[config.mk]
export PLATFORM = sky130hd
export DESIGN_NAME = hermite_spline_heading_stepper_core
export DESIGN_NICKNAME = d
export VERILOG_FILES = /design/src/hsh_pkg.sv /design/src/hsh_ctrl.sv /design/src/hsh_dp.sv /design/src/hermite_spline_heading_stepper_core.sv
export SDC_FILE = /design/constraint.sdc
export NUM_CORES = 2
export LEC_CHECK = 0
export ABC_CLOCK_PERIOD_IN_PS = 27900
export BUFFER_PORTS_ARGS = -buffer_cell sky130_fd_sc_hd__clkbuf_2
export CAP_MARGIN = 20
export CORE_UTILIZATION = 25
export DETAILED_ROUTE_END_ITERATION = 7
export RECOVER_POWER = 50
export SLEW_MARGIN = 0
export SYNTH_ARGS = -nofsm -noshare
export SYNTH_HDL_FRONTEND = slang
export SYNTH_SLANG_ARGS = --single-unit
[constraint.sdc]
create_clock -name aclk -period 27.9 [get_ports aclk]
set_clock_uncertainty 0.1 [all_clocks]
set_input_delay 1.395 -clock aclk [delete_from_list [all_inputs] [get_ports aclk]]
set_output_delay 1.395 -clock aclk [all_outputs]
set_load 0.05 [all_outputs]
[src/hsh_pkg.sv]
// Shared types, constants and tables for the Hermite spline heading stepper.
`default_nettype none
package hsh_pkg;

    localparam int STEPS        = 100;
    localparam int CORDIC_ITERS = 16;
    localparam int K_W          = $clog2(STEPS + 1);
    localparam int UREM_W       = $clog2(2 * STEPS);
    localparam int U_W          = 17;
    localparam logic [U_W-1:0]    U_STEP = U_W'(65536 / STEPS);
    localparam logic [UREM_W-1:0] U_REM  = UREM_W'(65536 % STEPS);
    localparam logic [UREM_W-1:0] U_WRAP = UREM_W'(STEPS);
    localparam logic [K_W-1:0]    K_LAST = K_W'(STEPS);

    localparam int SQRT_ITERS = 23;
    localparam int DIV_SHIFT  = 16 + $clog2(STEPS);
    localparam logic [16:0] DIV_RECIP = 17'((2 ** DIV_SHIFT + STEPS - 1) / STEPS);

    localparam int ITER_W  = 5;
    localparam int MUL_A_W = 26;
    localparam int MUL_B_W = 18;
    localparam int PROD_W  = 44;
    localparam int ACC_W   = 46;
    localparam int POS_W   = 32;
    localparam int V_W     = 36;
    localparam int Z_W     = 27;
    localparam int SQ_W    = 46;
    localparam logic signed [V_W-1:0] CORDIC_GAIN_INV = V_W'(39797);
    localparam logic signed [Z_W-1:0] HALF_TURN_Q16   = Z_W'(180 * 65536);

    localparam logic [1:0] CFG_GOAL_X       = 2'd0;
    localparam logic [1:0] CFG_GOAL_Y       = 2'd1;
    localparam logic [1:0] CFG_GOAL_HEADING = 2'd2;

    typedef enum logic [4:0] {
        OP_NOP, OP_SQX, OP_SQY, OP_SQS, OP_RTI, OP_RT, OP_DVI,
        OP_CRI, OP_CR, OP_TX, OP_TY, OP_TW, OP_UU, OP_U2, OP_U3M, OP_U3,
        OP_M1, OP_M2, OP_M3, OP_M4, OP_PW, OP_VI, OP_VR, OP_FIN
    } op_t;

    typedef enum logic [4:0] {
        S_IDLE, S_SQX, S_SQY, S_SQS, S_RTI, S_RT, S_DVI,
        S_CRI, S_CR, S_TX, S_TY, S_TW, S_UU, S_U2, S_U3M, S_U3,
        S_M1, S_M2, S_M3, S_M4, S_PW, S_VI, S_VR, S_FIN
    } state_t;

    typedef struct packed {
        op_t               op;
        logic [ITER_W-1:0] iter;
        logic              sel;
        logic              load;
    } cmd_t;

    typedef struct packed {
        logic k_zero;
        logic out_busy;
    } status_t;

    function automatic logic signed [Z_W-1:0] atan_deg(input logic [ITER_W-1:0] i);
        logic signed [Z_W-1:0] v;
        case (i)
            5'd0:  v = Z_W'(2949120);
            5'd1:  v = Z_W'(1740967);
            5'd2:  v = Z_W'(919879);
            5'd3:  v = Z_W'(466945);
            5'd4:  v = Z_W'(234379);
            5'd5:  v = Z_W'(117302);
            5'd6:  v = Z_W'(58666);
            5'd7:  v = Z_W'(29335);
            5'd8:  v = Z_W'(14668);
            5'd9:  v = Z_W'(7334);
            5'd10: v = Z_W'(3667);
            5'd11: v = Z_W'(1833);
            5'd12: v = Z_W'(917);
            5'd13: v = Z_W'(458);
            5'd14: v = Z_W'(229);
            5'd15: v = Z_W'(115);
            5'd16: v = Z_W'(57);
            5'd17: v = Z_W'(29);
            5'd18: v = Z_W'(14);
            5'd19: v = Z_W'(7);
            5'd20: v = Z_W'(4);
            5'd21: v = Z_W'(2);
            5'd22: v = Z_W'(1);
            default: v = '0;
        endcase
        return v;
    endfunction

endpackage
`default_nettype wire

[src/hsh_ctrl.sv]
// Sequencer that steps the shared datapath through one transaction.
`default_nettype none
module hsh_ctrl (
    input  wire logic            aclk,
    input  wire logic            aresetn,
    input  wire logic            s_valid,
    output logic                 s_ready,
    input  wire hsh_pkg::status_t status,
    output hsh_pkg::cmd_t        cmd
);

    hsh_pkg::state_t state_reg, state_next;
    logic [hsh_pkg::ITER_W-1:0] iter_reg, iter_next;
    logic sel_reg, sel_next;

    always_ff @(posedge aclk) begin
        if (!aresetn) begin
            state_reg <= hsh_pkg::S_IDLE;
            iter_reg  <= '0;
            sel_reg   <= 1'b0;
        end else begin
            state_reg <= state_next;
            iter_reg  <= iter_next;
            sel_reg   <= sel_next;
        end
    end

    always_comb begin
        state_next = state_reg;
        iter_next  = iter_reg + 1'b1;
        sel_next   = sel_reg;
        s_ready    = 1'b0;
        cmd.op     = hsh_pkg::OP_NOP;
        cmd.iter   = iter_reg;
        cmd.sel    = sel_reg;
        cmd.load   = 1'b0;
        case (state_reg)
            hsh_pkg::S_IDLE: begin
                s_ready  = 1'b1;
                cmd.load = s_valid;
                if (s_valid) begin
                    state_next = status.k_zero ? hsh_pkg::S_SQX : hsh_pkg::S_UU;
                end
            end
            hsh_pkg::S_SQX: begin
                cmd.op = hsh_pkg::OP_SQX;
                state_next = hsh_pkg::S_SQY;
            end
            hsh_pkg::S_SQY: begin
                cmd.op = hsh_pkg::OP_SQY;
                state_next = hsh_pkg::S_SQS;
            end
            hsh_pkg::S_SQS: begin
                cmd.op = hsh_pkg::OP_SQS;
                state_next = hsh_pkg::S_RTI;
            end
            hsh_pkg::S_RTI: begin
                cmd.op = hsh_pkg::OP_RTI;
                iter_next = '0;
                state_next = hsh_pkg::S_RT;
            end
            hsh_pkg::S_RT: begin
                cmd.op = hsh_pkg::OP_RT;
                if (iter_reg == hsh_pkg::ITER_W'(hsh_pkg::SQRT_ITERS - 1)) begin
                    state_next = hsh_pkg::S_DVI;
                end
            end
            hsh_pkg::S_DVI: begin
                cmd.op = hsh_pkg::OP_DVI;
                sel_next = 1'b0;
                state_next = hsh_pkg::S_CRI;
            end
            hsh_pkg::S_CRI: begin
                cmd.op = hsh_pkg::OP_CRI;
                iter_next = '0;
                state_next = hsh_pkg::S_CR;
            end
            hsh_pkg::S_CR: begin
                cmd.op = hsh_pkg::OP_CR;
                if (iter_reg == hsh_pkg::ITER_W'(hsh_pkg::CORDIC_ITERS - 1)) begin
                    state_next = hsh_pkg::S_TX;
                end
            end
            hsh_pkg::S_TX: begin
                cmd.op = hsh_pkg::OP_TX;
                state_next = hsh_pkg::S_TY;
            end
            hsh_pkg::S_TY: begin
                cmd.op = hsh_pkg::OP_TY;
                state_next = hsh_pkg::S_TW;
            end
            hsh_pkg::S_TW: begin
                cmd.op = hsh_pkg::OP_TW;
                if (sel_reg) begin
                    state_next = hsh_pkg::S_UU;
                end else begin
                    sel_next = 1'b1;
                    state_next = hsh_pkg::S_CRI;
                end
            end
            hsh_pkg::S_UU: begin
                cmd.op = hsh_pkg::OP_UU;
                state_next = hsh_pkg::S_U2;
            end
            hsh_pkg::S_U2: begin
                cmd.op = hsh_pkg::OP_U2;
                state_next = hsh_pkg::S_U3M;
            end
            hsh_pkg::S_U3M: begin
                cmd.op = hsh_pkg::OP_U3M;
                state_next = hsh_pkg::S_U3;
            end
            hsh_pkg::S_U3: begin
                cmd.op = hsh_pkg::OP_U3;
                sel_next = 1'b0;
                state_next = hsh_pkg::S_M1;
            end
            hsh_pkg::S_M1: begin
                cmd.op = hsh_pkg::OP_M1;
                state_next = hsh_pkg::S_M2;
            end
            hsh_pkg::S_M2: begin
                cmd.op = hsh_pkg::OP_M2;
                state_next = hsh_pkg::S_M3;
            end
            hsh_pkg::S_M3: begin
                cmd.op = hsh_pkg::OP_M3;
                state_next = hsh_pkg::S_M4;
            end
            hsh_pkg::S_M4: begin
                cmd.op = hsh_pkg::OP_M4;
                state_next = hsh_pkg::S_PW;
            end
            hsh_pkg::S_PW: begin
                cmd.op = hsh_pkg::OP_PW;
                if (sel_reg) begin
                    state_next = hsh_pkg::S_VI;
                end else begin
                    sel_next = 1'b1;
                    state_next = hsh_pkg::S_M1;
                end
            end
            hsh_pkg::S_VI: begin
                cmd.op = hsh_pkg::OP_VI;
                iter_next = '0;
                state_next = hsh_pkg::S_VR;
            end
            hsh_pkg::S_VR: begin
                cmd.op = hsh_pkg::OP_VR;
                if (iter_reg == hsh_pkg::ITER_W'(hsh_pkg::CORDIC_ITERS - 1)) begin
                    state_next = hsh_pkg::S_FIN;
                end
            end
            hsh_pkg::S_FIN: begin
                if (!status.out_busy) begin
                    cmd.op = hsh_pkg::OP_FIN;
                    state_next = hsh_pkg::S_IDLE;
                end
            end
            default: begin
                state_next = hsh_pkg::S_IDLE;
            end
        endcase
    end

endmodule
`default_nettype wire

[src/hsh_dp.sv]
// Datapath: config registers, shared multiplier, square root, divider, CORDIC, output register.
`default_nettype none
module hsh_dp (
    input  wire logic                aclk,
    input  wire logic                aresetn,
    input  wire logic                cfg_wr_en,
    input  wire logic [1:0]          cfg_addr,
    input  wire logic [14:0]         cfg_wdata,
    input  wire logic signed [8:0]   s_current_heading,
    input  wire hsh_pkg::cmd_t       cmd,
    output hsh_pkg::status_t         status,
    output logic                     m_valid,
    input  wire logic                m_ready,
    output logic [7:0]               m_step_distance,
    output logic signed [9:0]        m_turn_angle,
    output logic                     m_last_step
);

    localparam int AW = hsh_pkg::MUL_A_W;
    localparam int BW = hsh_pkg::MUL_B_W;
    localparam int VW = hsh_pkg::V_W;
    localparam int ZW = hsh_pkg::Z_W;

    logic signed [14:0] goal_x_reg, goal_y_reg;
    logic signed [8:0]  goal_heading_reg, head_reg;
    logic [hsh_pkg::K_W-1:0]    k_reg;
    logic [hsh_pkg::U_W-1:0]    u_reg, u2_reg, u3_reg;
    logic [hsh_pkg::UREM_W-1:0] urem_reg;
    logic signed [hsh_pkg::PROD_W-1:0] prod_reg;
    logic signed [hsh_pkg::ACC_W-1:0]  acc_reg;
    logic [hsh_pkg::SQ_W-1:0] sn_reg, sr_reg, sbit_reg;
    logic [23:0] pl_reg, dq_reg;
    logic signed [AW-1:0] tsx_reg, tsy_reg, tex_reg, tey_reg;
    logic signed [hsh_pkg::POS_W-1:0] sx_reg, sy_reg, prev_x_reg, prev_y_reg;
    logic signed [VW-1:0] cx_reg, cy_reg;
    logic signed [ZW-1:0] cz_reg;
    logic c_neg_reg, zero_vec_reg;
    logic m_valid_reg, m_last_reg;
    logic [7:0] m_dist_reg;
    logic signed [9:0] m_turn_reg;

    logic signed [AW-1:0] mul_a;
    logic signed [BW-1:0] mul_b;
    logic signed [19:0] u_s, u2_s, u3_s, h2, h3, h4;
    logic signed [VW-1:0] trig_c, trig_s, x_sh, y_sh, x_step, y_step;
    logic signed [ZW-1:0] at, z_step;
    logic ccw;
    logic signed [10:0] ang_raw, ang_red, ang_q;
    logic ang_neg;
    logic [hsh_pkg::SQ_W:0] sq_try;
    logic [32:0] div_prod;
    logic signed [hsh_pkg::POS_W:0] dx, dy;
    logic signed [ZW-1:0] z_abs;
    logic [ZW-1:0] z_rnd;
    logic [8:0] phi_mag;
    logic signed [9:0] phi;
    logic [hsh_pkg::UREM_W-1:0] urem_sum;

    assign status.k_zero   = (k_reg == '0);
    assign status.out_busy = m_valid_reg && !m_ready;
    assign m_valid         = m_valid_reg;
    assign m_step_distance = m_dist_reg;
    assign m_turn_angle    = m_turn_reg;
    assign m_last_step     = m_last_reg;

    always_comb begin
        u_s  = $signed({3'b000, u_reg});
        u2_s = $signed({3'b000, u2_reg});
        u3_s = $signed({3'b000, u3_reg});
        h2 = (u2_s <<< 1) + u2_s - (u3_s <<< 1);
        h3 = u3_s - (u2_s <<< 1) + u_s;
        h4 = u3_s - u2_s;
        trig_c = c_neg_reg ? -cx_reg : cx_reg;
        trig_s = c_neg_reg ? -cy_reg : cy_reg;
        mul_a = '0;
        mul_b = '0;
        case (cmd.op)
            hsh_pkg::OP_SQX: begin
                mul_a = AW'(goal_x_reg);
                mul_b = BW'(goal_x_reg);
            end
            hsh_pkg::OP_SQY: begin
                mul_a = AW'(goal_y_reg);
                mul_b = BW'(goal_y_reg);
            end
            hsh_pkg::OP_TX: begin
                mul_a = AW'($signed({1'b0, pl_reg}));
                mul_b = trig_c[BW-1:0];
            end
            hsh_pkg::OP_TY: begin
                mul_a = AW'($signed({1'b0, pl_reg}));
                mul_b = trig_s[BW-1:0];
            end
            hsh_pkg::OP_UU: begin
                mul_a = AW'(u_s);
                mul_b = u_s[BW-1:0];
            end
            hsh_pkg::OP_U3M: begin
                mul_a = AW'(u2_s);
                mul_b = u_s[BW-1:0];
            end
            hsh_pkg::OP_M1: begin
                mul_a = cmd.sel ? (AW'(goal_y_reg) <<< 8) : (AW'(goal_x_reg) <<< 8);
                mul_b = h2[BW-1:0];
            end
            hsh_pkg::OP_M2: begin
                mul_a = cmd.sel ? tsy_reg : tsx_reg;
                mul_b = h3[BW-1:0];
            end
            hsh_pkg::OP_M3: begin
                mul_a = cmd.sel ? tey_reg : tex_reg;
                mul_b = h4[BW-1:0];
            end
            default: begin
                mul_a = '0;
                mul_b = '0;
            end
        endcase
    end

    // shared CORDIC stage: rotation steers by z, vectoring by y
    always_comb begin
        x_sh = cx_reg >>> cmd.iter;
        y_sh = cy_reg >>> cmd.iter;
        at   = hsh_pkg::atan_deg(cmd.iter);
        ccw  = (cmd.op == hsh_pkg::OP_CR) ? !cz_reg[ZW-1] : cy_reg[VW-1];
        x_step = ccw ? cx_reg - y_sh : cx_reg + y_sh;
        y_step = ccw ? cy_reg + x_sh : cy_reg - x_sh;
        z_step = ccw ? cz_reg - at : cz_reg + at;
    end

    always_comb begin
        ang_raw = 11'(cmd.sel ? goal_heading_reg : head_reg);
        if (ang_raw > 11'sd180) begin
            ang_red = ang_raw - 11'sd360;
        end else if (ang_raw < -11'sd180) begin
            ang_red = ang_raw + 11'sd360;
        end else begin
            ang_red = ang_raw;
        end
        ang_neg = 1'b0;
        ang_q   = ang_red;
        if (ang_red > 11'sd90) begin
            ang_q   = ang_red - 11'sd180;
            ang_neg = 1'b1;
        end else if (ang_red < -11'sd90) begin
            ang_q   = ang_red + 11'sd180;
            ang_neg = 1'b1;
        end
    end

    always_comb begin
        sq_try = {1'b0, sr_reg} + {1'b0, sbit_reg};
        div_prod = sr_reg[23:8] * hsh_pkg::DIV_RECIP;
        dx = (hsh_pkg::POS_W+1)'(sx_reg) - (hsh_pkg::POS_W+1)'(prev_x_reg);
        dy = (hsh_pkg::POS_W+1)'(sy_reg) - (hsh_pkg::POS_W+1)'(prev_y_reg);
        z_abs = cz_reg[ZW-1] ? -cz_reg : cz_reg;
        z_rnd = (ZW'(z_abs) + ZW'(32768)) >> 16;
        phi_mag = (z_rnd > ZW'(180)) ? 9'd180 : z_rnd[8:0];
        if (zero_vec_reg) begin
            phi = '0;
        end else begin
            phi = cz_reg[ZW-1] ? -$signed({1'b0, phi_mag}) : $signed({1'b0, phi_mag});
        end
        urem_sum = urem_reg + hsh_pkg::U_REM;
    end

    always_ff @(posedge aclk) begin
        if (!aresetn) begin
            goal_x_reg       <= '0;
            goal_y_reg       <= '0;
            goal_heading_reg <= '0;
        end else if (cfg_wr_en) begin
            case (cfg_addr)
                hsh_pkg::CFG_GOAL_X:       goal_x_reg <= $signed(cfg_wdata);
                hsh_pkg::CFG_GOAL_Y:       goal_y_reg <= $signed(cfg_wdata);
                hsh_pkg::CFG_GOAL_HEADING: goal_heading_reg <= $signed(cfg_wdata[8:0]);
                default: ;
            endcase
        end
    end

    always_ff @(posedge aclk) begin
        if (!aresetn) begin
            k_reg       <= '0;
            u_reg       <= '0;
            urem_reg    <= '0;
            m_valid_reg <= 1'b0;
            pl_reg      <= '0;
            dq_reg      <= '0;
            tsx_reg     <= '0;
            tsy_reg     <= '0;
            tex_reg     <= '0;
            tey_reg     <= '0;
            prev_x_reg  <= '0;
            prev_y_reg  <= '0;
        end else begin
            if (m_valid_reg && m_ready && (cmd.op != hsh_pkg::OP_FIN)) begin
                m_valid_reg <= 1'b0;
            end
            case (cmd.op)
                hsh_pkg::OP_SQX: begin
                    prev_x_reg <= '0;
                    prev_y_reg <= '0;
                end
                hsh_pkg::OP_DVI: begin
                    pl_reg <= sr_reg[23:0];
                    dq_reg <= 24'(div_prod >> hsh_pkg::DIV_SHIFT);
                end
                hsh_pkg::OP_TY: begin
                    if (cmd.sel) tex_reg <= prod_reg[AW+15:16];
                    else         tsx_reg <= prod_reg[AW+15:16];
                end
                hsh_pkg::OP_TW: begin
                    if (cmd.sel) tey_reg <= prod_reg[AW+15:16];
                    else         tsy_reg <= prod_reg[AW+15:16];
                end
                hsh_pkg::OP_VI: begin
                    prev_x_reg <= sx_reg;
                    prev_y_reg <= sy_reg;
                end
                hsh_pkg::OP_FIN: begin
                    m_valid_reg <= 1'b1;
                    if (k_reg == hsh_pkg::K_LAST) begin
                        k_reg    <= '0;
                        u_reg    <= '0;
                        urem_reg <= '0;
                    end else begin
                        k_reg <= k_reg + 1'b1;
                        if (urem_sum >= hsh_pkg::U_WRAP) begin
                            urem_reg <= urem_sum - hsh_pkg::U_WRAP;
                            u_reg    <= u_reg + hsh_pkg::U_STEP + 1'b1;
                        end else begin
                            urem_reg <= urem_sum;
                            u_reg    <= u_reg + hsh_pkg::U_STEP;
                        end
                    end
                end
                default: ;
            endcase
        end
    end

    always_ff @(posedge aclk) begin
        prod_reg <= mul_a * mul_b;
        if (cmd.load) begin
            head_reg <= s_current_heading;
        end
        case (cmd.op)
            hsh_pkg::OP_SQY, hsh_pkg::OP_M2: begin
                acc_reg <= hsh_pkg::ACC_W'(prod_reg);
            end
            hsh_pkg::OP_SQS, hsh_pkg::OP_M3, hsh_pkg::OP_M4: begin
                acc_reg <= acc_reg + hsh_pkg::ACC_W'(prod_reg);
            end
            hsh_pkg::OP_RTI: begin
                sn_reg   <= {acc_reg[29:0], 16'd0};
                sr_reg   <= '0;
                sbit_reg <= hsh_pkg::SQ_W'(1) << 44;
            end
            hsh_pkg::OP_RT: begin
                if ({1'b0, sn_reg} >= sq_try) begin
                    sn_reg <= sn_reg - sq_try[hsh_pkg::SQ_W-1:0];
                    sr_reg <= (sr_reg >> 1) + sbit_reg;
                end else begin
                    sr_reg <= sr_reg >> 1;
                end
                sbit_reg <= sbit_reg >> 2;
            end
            hsh_pkg::OP_CRI: begin
                cx_reg    <= hsh_pkg::CORDIC_GAIN_INV;
                cy_reg    <= '0;
                cz_reg    <= ZW'(ang_q) <<< 16;
                c_neg_reg <= ang_neg;
            end
            hsh_pkg::OP_CR, hsh_pkg::OP_VR: begin
                cx_reg <= x_step;
                cy_reg <= y_step;
                cz_reg <= z_step;
            end
            hsh_pkg::OP_U2: begin
                u2_reg <= prod_reg[32:16];
            end
            hsh_pkg::OP_U3: begin
                u3_reg <= prod_reg[32:16];
            end
            hsh_pkg::OP_PW: begin
                if (cmd.sel) sy_reg <= hsh_pkg::POS_W'($signed(acc_reg[hsh_pkg::ACC_W-1:16]));
                else         sx_reg <= hsh_pkg::POS_W'($signed(acc_reg[hsh_pkg::ACC_W-1:16]));
            end
            hsh_pkg::OP_VI: begin
                zero_vec_reg <= (dx == '0) && (dy == '0);
                if (dx[hsh_pkg::POS_W]) begin
                    cx_reg <= -VW'(dx);
                    cy_reg <= -VW'(dy);
                    cz_reg <= dy[hsh_pkg::POS_W] ? -hsh_pkg::HALF_TURN_Q16
                                                 : hsh_pkg::HALF_TURN_Q16;
                end else begin
                    cx_reg <= VW'(dx);
                    cy_reg <= VW'(dy);
                    cz_reg <= '0;
                end
            end
            hsh_pkg::OP_FIN: begin
                m_dist_reg <= (dq_reg > 24'd255) ? 8'd255 : dq_reg[7:0];
                m_turn_reg <= phi - 10'(head_reg);
                m_last_reg <= (k_reg == hsh_pkg::K_LAST);
            end
            default: ;
        endcase
    end

endmodule
`default_nettype wire

[src/hermite_spline_heading_stepper_core.sv]
// Each transaction yields one step; the first step of a path also runs a 23-iteration square
// root and two sine/cosine CORDIC passes of 16 iterations. The shared 16-iteration CORDIC
// and the single multiplier serve one transaction at a time: a new transaction is accepted
// only once the previous one has finished. A stalled result holds the next transaction
// until it is taken.
// Reset: synchronous active-low aresetn clears goal registers, step index and output valid.
`default_nettype none
module hermite_spline_heading_stepper_core (
    input  wire logic              aclk,
    input  wire logic              aresetn,
    input  wire logic              cfg_wr_en,
    input  wire logic [1:0]        cfg_addr,
    input  wire logic [14:0]       cfg_wdata,
    input  wire logic              s_valid,
    output logic                   s_ready,
    input  wire logic signed [8:0] s_current_heading,
    output logic                   m_valid,
    input  wire logic              m_ready,
    output logic [7:0]             m_step_distance,
    output logic signed [9:0]      m_turn_angle,
    output logic                   m_last_step
);

    hsh_pkg::cmd_t    cmd;
    hsh_pkg::status_t status;

    hsh_ctrl u_ctrl (
        .aclk    (aclk),
        .aresetn (aresetn),
        .s_valid (s_valid),
        .s_ready (s_ready),
        .status  (status),
        .cmd     (cmd)
    );

    hsh_dp u_dp (
        .aclk              (aclk),
        .aresetn           (aresetn),
        .cfg_wr_en         (cfg_wr_en),
        .cfg_addr          (cfg_addr),
        .cfg_wdata         (cfg_wdata),
        .s_current_heading (s_current_heading),
        .cmd               (cmd),
        .status            (status),
        .m_valid           (m_valid),
        .m_ready           (m_ready),
        .m_step_distance   (m_step_distance),
        .m_turn_angle      (m_turn_angle),
        .m_last_step       (m_last_step)
    );

endmodule
`default_nettype wire

# Yosys cells after proc, flatten, opt, wreduce, memory -nomap -nowiden
# Memory sizes are Yosys's and may differ from the RTL's. A register that Yosys moved wholly into a read port is not among the register bits.
# Cells that the tools add are included.
[op_classes] n_bitwise=2 n_mul=2 magnitude_cmp=8 n_eq_ne=58 add_sub_neg=35 muxes=58 shift=2 reduce_logical=36
[ops] op="one-hot mux 46 bit (2 select lines)" count=4
[ops] op="one-hot mux 36 bit (3 select lines)" count=2
[ops] op="one-hot mux 26 bit (8 select lines)" count=1
[ops] op="two-way mux 36 bit" count=4
[ops] op="one-hot mux 18 bit (8 select lines)" count=1
[ops] op="one-hot mux 32 bit (2 select lines)" count=2
[ops] op="one-hot mux 5 bit (24 select lines)" count=1
[ops] op="one-hot mux 5 bit (23 select lines)" count=1
[ops] op="two-way mux 27 bit" count=4
[ops] op="two-way mux 46 bit" count=2
[ops] op="equality test 5 x 4 -> 1 bit, second input constant" count=17
[ops] op="equality test 5 bit, second input constant" count=17
[ops] op="one-hot mux 27 bit (3 select lines)" count=1
[ops] op="two-way mux 26 bit" count=3
[ops] op="adder 36 bit" count=2
[ops] op="negator 33 -> 36 bit" count=2
[ops] op=">>> shifter 36 x 5 -> 36 bit" count=2
[ops] op="subtractor 36 bit" count=2
[ops] op="zero test 33 bit" count=2
[ops] op="subtractor 30 x 32 -> 33 bit" count=2
[ops] op="two-way mux 11 bit" count=5
[ops] op="adder 46 x 46 -> 47 bit" count=1
[ops] op="greater-or-equal comparator 46 x 47 -> 1 bit" count=1
[ops] op="adder 45 x 46 -> 46 bit" count=1
[ops] op="65 further kinds" count=121
[word_totals] ff_bits=736 romBits=704 word_cells=238 input_bits=31 n_memories=1 out_inout_bits=21
[mem_list] memory="(name not given)" depth=32 word_bits=22 rd=1 rd_clocked_by_memory_dff=1 write_ports=0 line_no="hsh_pkg.sv:61" text="case (i)"

# Longest topological paths before layout
[depth] depth_word=9 mapped_depth=42 ltp_nobuf=40

# Cells and area by module
# From an unflattened synthesis, not the netlist that was laid out.
[hier_totals] hier_cells=9084 area_unflattened_um2=79421.2
[by_module_without_submodules] module="hsh_dp" area_per_inst_um2=78527.8 cells_per_inst=8964 instances=1
[by_module_without_submodules] module="hsh_ctrl" area_per_inst_um2=893.4 cells_per_inst=120 instances=1

# Worst setup path before layout
# OpenSTA, ideal clock, no wires.
[synth_path] path_type="register to register" start="register u_dp.u_reg[2] (netlist name)" end="register u_dp.prod_reg[40] (netlist name)" required_time_ps=27728 slack_ps=18065 period_less_slack_ps=9835 n_path_buf=2 path_stages_with_launch=40 arrival_ps=9662 setup_ps=72 path_cell_list="dfxtp_1 > clkbuf_1 > inv_1 > fa_1 > inv_1 > ha_1 > o21ai_0 > a21oi_1 > o21ai_0 > a21boi_0 > o21ai_0 > a211oi_1 > o21ai_0 > a2111oi_0 > nor2_1 > xnor2_1 > a221oi_1 > clkbuf_1 > [... 4 more ...] > fa_1 > fa_1 > fa_1 > inv_1 > fa_1 > inv_1 > ha_1 > a21o_1 > a21oi_1 > o21ai_0 > a41oi_1 > or2_2 > nand4_1 > a31oi_1 > a211oi_1 > or3_1 > a21oi_1 > xnor2_1"
[synth_between] elab_chain_len=3 elab_cells_between_ends=4 cone_classes="add/sub (1); mul (1); mux (2)"
[synth_rtl] element="start, declared" line_no="hsh_dp.sv:27" text="logic [hsh_pkg::U_W-1:0] u_reg, u2_reg, u3_reg;"
[synth_rtl] element="start signal, assigned" line_no="hsh_dp.sv:232" text="u_reg <= u_reg + hsh_pkg::U_STEP + 1'b1;"
[synth_rtl] element="start signal, assigned" line_no="hsh_dp.sv:235" text="u_reg <= u_reg + hsh_pkg::U_STEP;"
[synth_rtl] element="adder 18 bit" line_no="hsh_dp.sv:71" text="h3 = u3_s - (u2_s <<< 1) + u_s;"
[synth_rtl] element="one-hot mux 18 bit (8 select lines)" line_no="hsh_dp.sv:77" text="case (cmd.op)"
[synth_rtl] element="multiplier 26 x 18 -> 44 bit *" line_no="hsh_dp.sv:245" text="prod_reg <= mul_a * mul_b;"
[synth_rtl] element="end signal, assigned" line_no="hsh_dp.sv:245"
[synth_rtl] element="end, declared" line_no="hsh_dp.sv:29" text="logic signed [hsh_pkg::PROD_W-1:0] prod_reg;"
# Mark *: on every way between the ends. The rest lies on a longest branch, timed or not.
# A chain may end at the register's enable or synchronous reset.

# Final worst setup path
[layout_path] start="register u_ctrl.sel_reg" end="register u_dp.prod_reg[43] (netlist name)"
[layout_between] elab_chain_len=3 elab_cells_between_ends=5 cone_classes="mul (1); mux (4)"
[layout_rtl] element="start, declared" line_no="hsh_ctrl.sv:14" text="logic sel_reg, sel_next;"
[layout_rtl] element="start signal, assigned" line_no="hsh_ctrl.sv:24" text="sel_reg <= sel_next;"
[layout_rtl] element="two-way mux 26 bit (on tied branches)" line_no="hsh_dp.sv:111, hsh_dp.sv:103, hsh_dp.sv:107"
[layout_rtl] element="one-hot mux 26 bit (8 select lines) *" line_no="hsh_dp.sv:77"
[layout_rtl] element="multiplier 26 x 18 -> 44 bit *" line_no="hsh_dp.sv:245"
# Marks and branches as above.

==> flow_summary_export.csv <==
group,metric,value,unit
logic_synthesis,ys_async_sr_fraction,0,
critical_path,crit_fanout,52,
logic_synthesis,yosysSeqAreaShare,0.233,
critical_path,endpoint_kind,"register",
detailed_routing,route.vias.total,67000,
die,coreArea,315000,sq um
logic_synthesis,ys_types,106,
logic_synthesis,synthCells,9155,
detailed_routing,via_per_inst,5.05,
detailed_routing,ant_nets,0,
logic_synthesis,synthFlopType,"edfxtp_1",
pwr,vdd_drop_max,0.218,mV
final_layout,drive_gt1_frac,0.0565,
run,maxCapViolations,23,
logic_synthesis,syn_area_per_cell,8.65,sq um
clock_network,cts_resized,0,
timing,relSlewSlack,-1.74,
clock_network,cts_root_buf,"clkbuf_16",
critical_path,cp.required,28470,ps
logic_synthesis,synth_nets,10400,
final_layout,layout_commonest_cell,"nand2_1",
place,dp_hpwl,193,mm
pwr,internal-power,4.89,mW
outcome,violations,"max-capacitance violations, max-slew violations",
timing,finalSetupTns,0,ps
timing,post-route-min-period,14080,ps
critical_path,reg2reg_from,"u_ctrl.sel_reg",
grt,grt_max_degree,75,
clock_network,clock_tree.htree_level_count,3,
detailed_routing,drtIter0Drc,6185,
final_layout,finish.net_count,10300,
pwr,seq_power_share,0.170,
timing,rsz0062_at_grt,"no",
detailed_routing,routedWlPerCell,19.2,um
grt,antenna_found_initial,13,
logic_synthesis,ys_seq_elements,729,
clock_network,clock-sinks,729,
critical_path,r2r_setup_slack,13820,ps
detailed_routing,drc,0,
clock_network,clk_latency,750,ps
detailed_routing,wl,255,mm
timing,fin_hold_ws,346,ps
critical_path,cp.arrival,14660,ps
place,globalplace.congestion,0.948,
grt,overflow,0,
die,die_w,565,um
pwr,p_leak,36.1,nW
pwr,clkPwrFrac,0.132,
critical_path,critical_path_class,"reg2reg",
timing,worst_pin_slew,4110,ps
pwr,power,9.55,mW
final_layout,syn_to_final_growth,10.0,%
logic_synthesis,netlist_area,79200,sq um
pwr,cellPowerDensity,110,nW/um^2
pwr,p_sw_frac,0.488,
die,num_io_pins,52,
clock_network,clk_pin_slew,60,ps
die,start_util,0.252,
grt,grtUsageTotal,0.157,
critical_path,startpoint_type,"register",
timing,maxSlewViolCount,865,
clock_network,numCtsBuffers,88,
pwr,power_frac_comb,0.698,
die,die_area,319000,sq um
min_path,min_path_cells,2,
final_layout,most-common-layout-cells,"nand2_1 (1,149), inv_1 (1,046), a21oi_1 (676), ha_1 (644), nor2_1 (609)",
timing,hold_violations,0,
clock_network,ctsHoldBuffers,0,
clock_network,post_cts_buffers,0,
outcome,status,"finished, violations left",
critical_path,rr_worst_depth,27,
logic_synthesis,ys_warn_count,0,
min_path,hold_path.class,"reg2reg",
clock_network,clk_path_buf_depth,3,
logic_synthesis,synth_edf_count,384,
timing,finalCritPeriodShare,0.505,
clock_network,cts_tree,"yes",
min_path,hold_end,"u_dp.dq_reg[1]",
die,row_count,206,
critical_path,r2r_end,"u_dp.prod_reg[43]",
pwr,p_sw,4.67,mW
detailed_routing,first_pass_iters,6,
timing,setup_violations,0,
grt,grt_pass1_vias,64300,
timing,max_freq,71.0,MHz
place,portBuffers,51,
grt,grt_pass1_wl,392,mm
min_path,min_from,"u_dp.dq_reg[1]",
die,die_h,565,um
## worst max-delay path by stage
stage               slack, ps                end      startpoint  cells past startpoint
floorplan               18070  u_dp.prod_reg[40]   u_dp.u_reg[2]                     39
global placement        16700  u_dp.prod_reg[43]  u_dp.u2_reg[1]                     37
finish                  13820  u_dp.prod_reg[43]  u_ctrl.sel_reg                     27
global route            13230  u_dp.prod_reg[43]  u_ctrl.sel_reg                     27
CTS                     16630  u_dp.prod_reg[43]  u_dp.u2_reg[1]                     37
detailed placement      16710  u_dp.prod_reg[43]  u_dp.u2_reg[1]                     37
## metal layers
metal  vias to the layer above  global-route usage  routed length (um)
met3                       465              0.0180               16300
met5                         -                   0                  13
met2                      2363               0.252              116000
met1                     32800               0.212              112000
li1                      31300                   -                   -
met4                         2              0.0681               11500
## through the flow
stage,util,setup WS (ps),cells,instance area [sq um]
after CTS,0.277,16630,13200,87300
after global routing,0.277,13230,13300,87200
after floorplan,-,18070,9155,79200
after detailed placement,0.267,16710,13100,84200
final,0.277,13820,13300,87200
after global placement,0.267,16700,13100,84200
## final cells by class
type	instances	area [sq um]
multi-input cells	6967	55300
flip-flops and latches	729	18400
well taps	4160	5200
diodes	10	25.0
clock buffers	116	2540
fillers	33800	228000
repair buffers	175	1040
inverters	1055	3970
clock inverters	50	599
## kinds of logic (layout without fill, tap and decap cells)
logic type                 Yosys count  after routing  synth area share
adders and majority gates         1242           1242             0.253
AOI/OAI and AO/OA                 2203           2203             0.176
xor gates and xnor gates           582            582            0.0643
other                                0             10                 0
DFF                                729            729             0.233
buffers and inverters             1459           1396            0.0712
muxes                              273            273            0.0492
and+or+nand+nor                   2667           2667             0.154
## power by group through the flow
stage	combinational, mW	clock (mW)	sequential [mW]
final	6.67	1.26	1.62
after global routing	7.55	1.32	1.64
after CTS	6.68	1.29	1.61
after detailed placement	6.61	0	1.63
after global placement	6.56	0	1.63
after floorplan	5.13	0	1.48
## critical path: stages (launching register included)
cell and delay, ps:
dfxtp_1 850, clkbuf_1 2890, clkbuf_1 1620, mux2i_1 410, o22ai_1 120, a211oi_1 730, nand2_1 820, nor2_1 370
fa_1 460, fa_1 520, fa_1 530, fa_1 520, fa_1 540, inv_1 60, fa_1 530, inv_1 40
ha_1 350, nor2b_1 160, o21ai_0 170, nand2b_1 70, a21oi_1 430, nand2_1 110, o211ai_1 320, nand3_1 160
a311oi_1 570, o31ai_1 170, a21oi_1 190, xnor2_1 130
## synth_stat cells, types with 116 or more instances
| master | count | area (sq um) |
|---|---|---|
| a21o_1 | 201 | 1510 |
| a31oi_1 | 120 | 751 |
| nor2_1 | 612 | 2300 |
| fa_1 | 597 | 12000 |
| clkbuf_1 | 335 | 1260 |
| nor3_1 | 130 | 651 |
| nand2_1 | 1149 | 4310 |
| mux2i_1 | 150 | 1500 |
| a21oi_1 | 680 | 3400 |
| inv_1 | 1048 | 3930 |
| xor2_1 | 247 | 2160 |
| o21ai_0 | 429 | 2150 |
| edfxtp_1 | 384 | 11500 |
| ha_1 | 644 | 8060 |
| dfxtp_1 | 345 | 6910 |
| nand3_1 | 138 | 691 |
| xnor2_1 | 335 | 2930 |
| nor2b_1 | 116 | 726 |
Power figures use the tool's default switching activity.
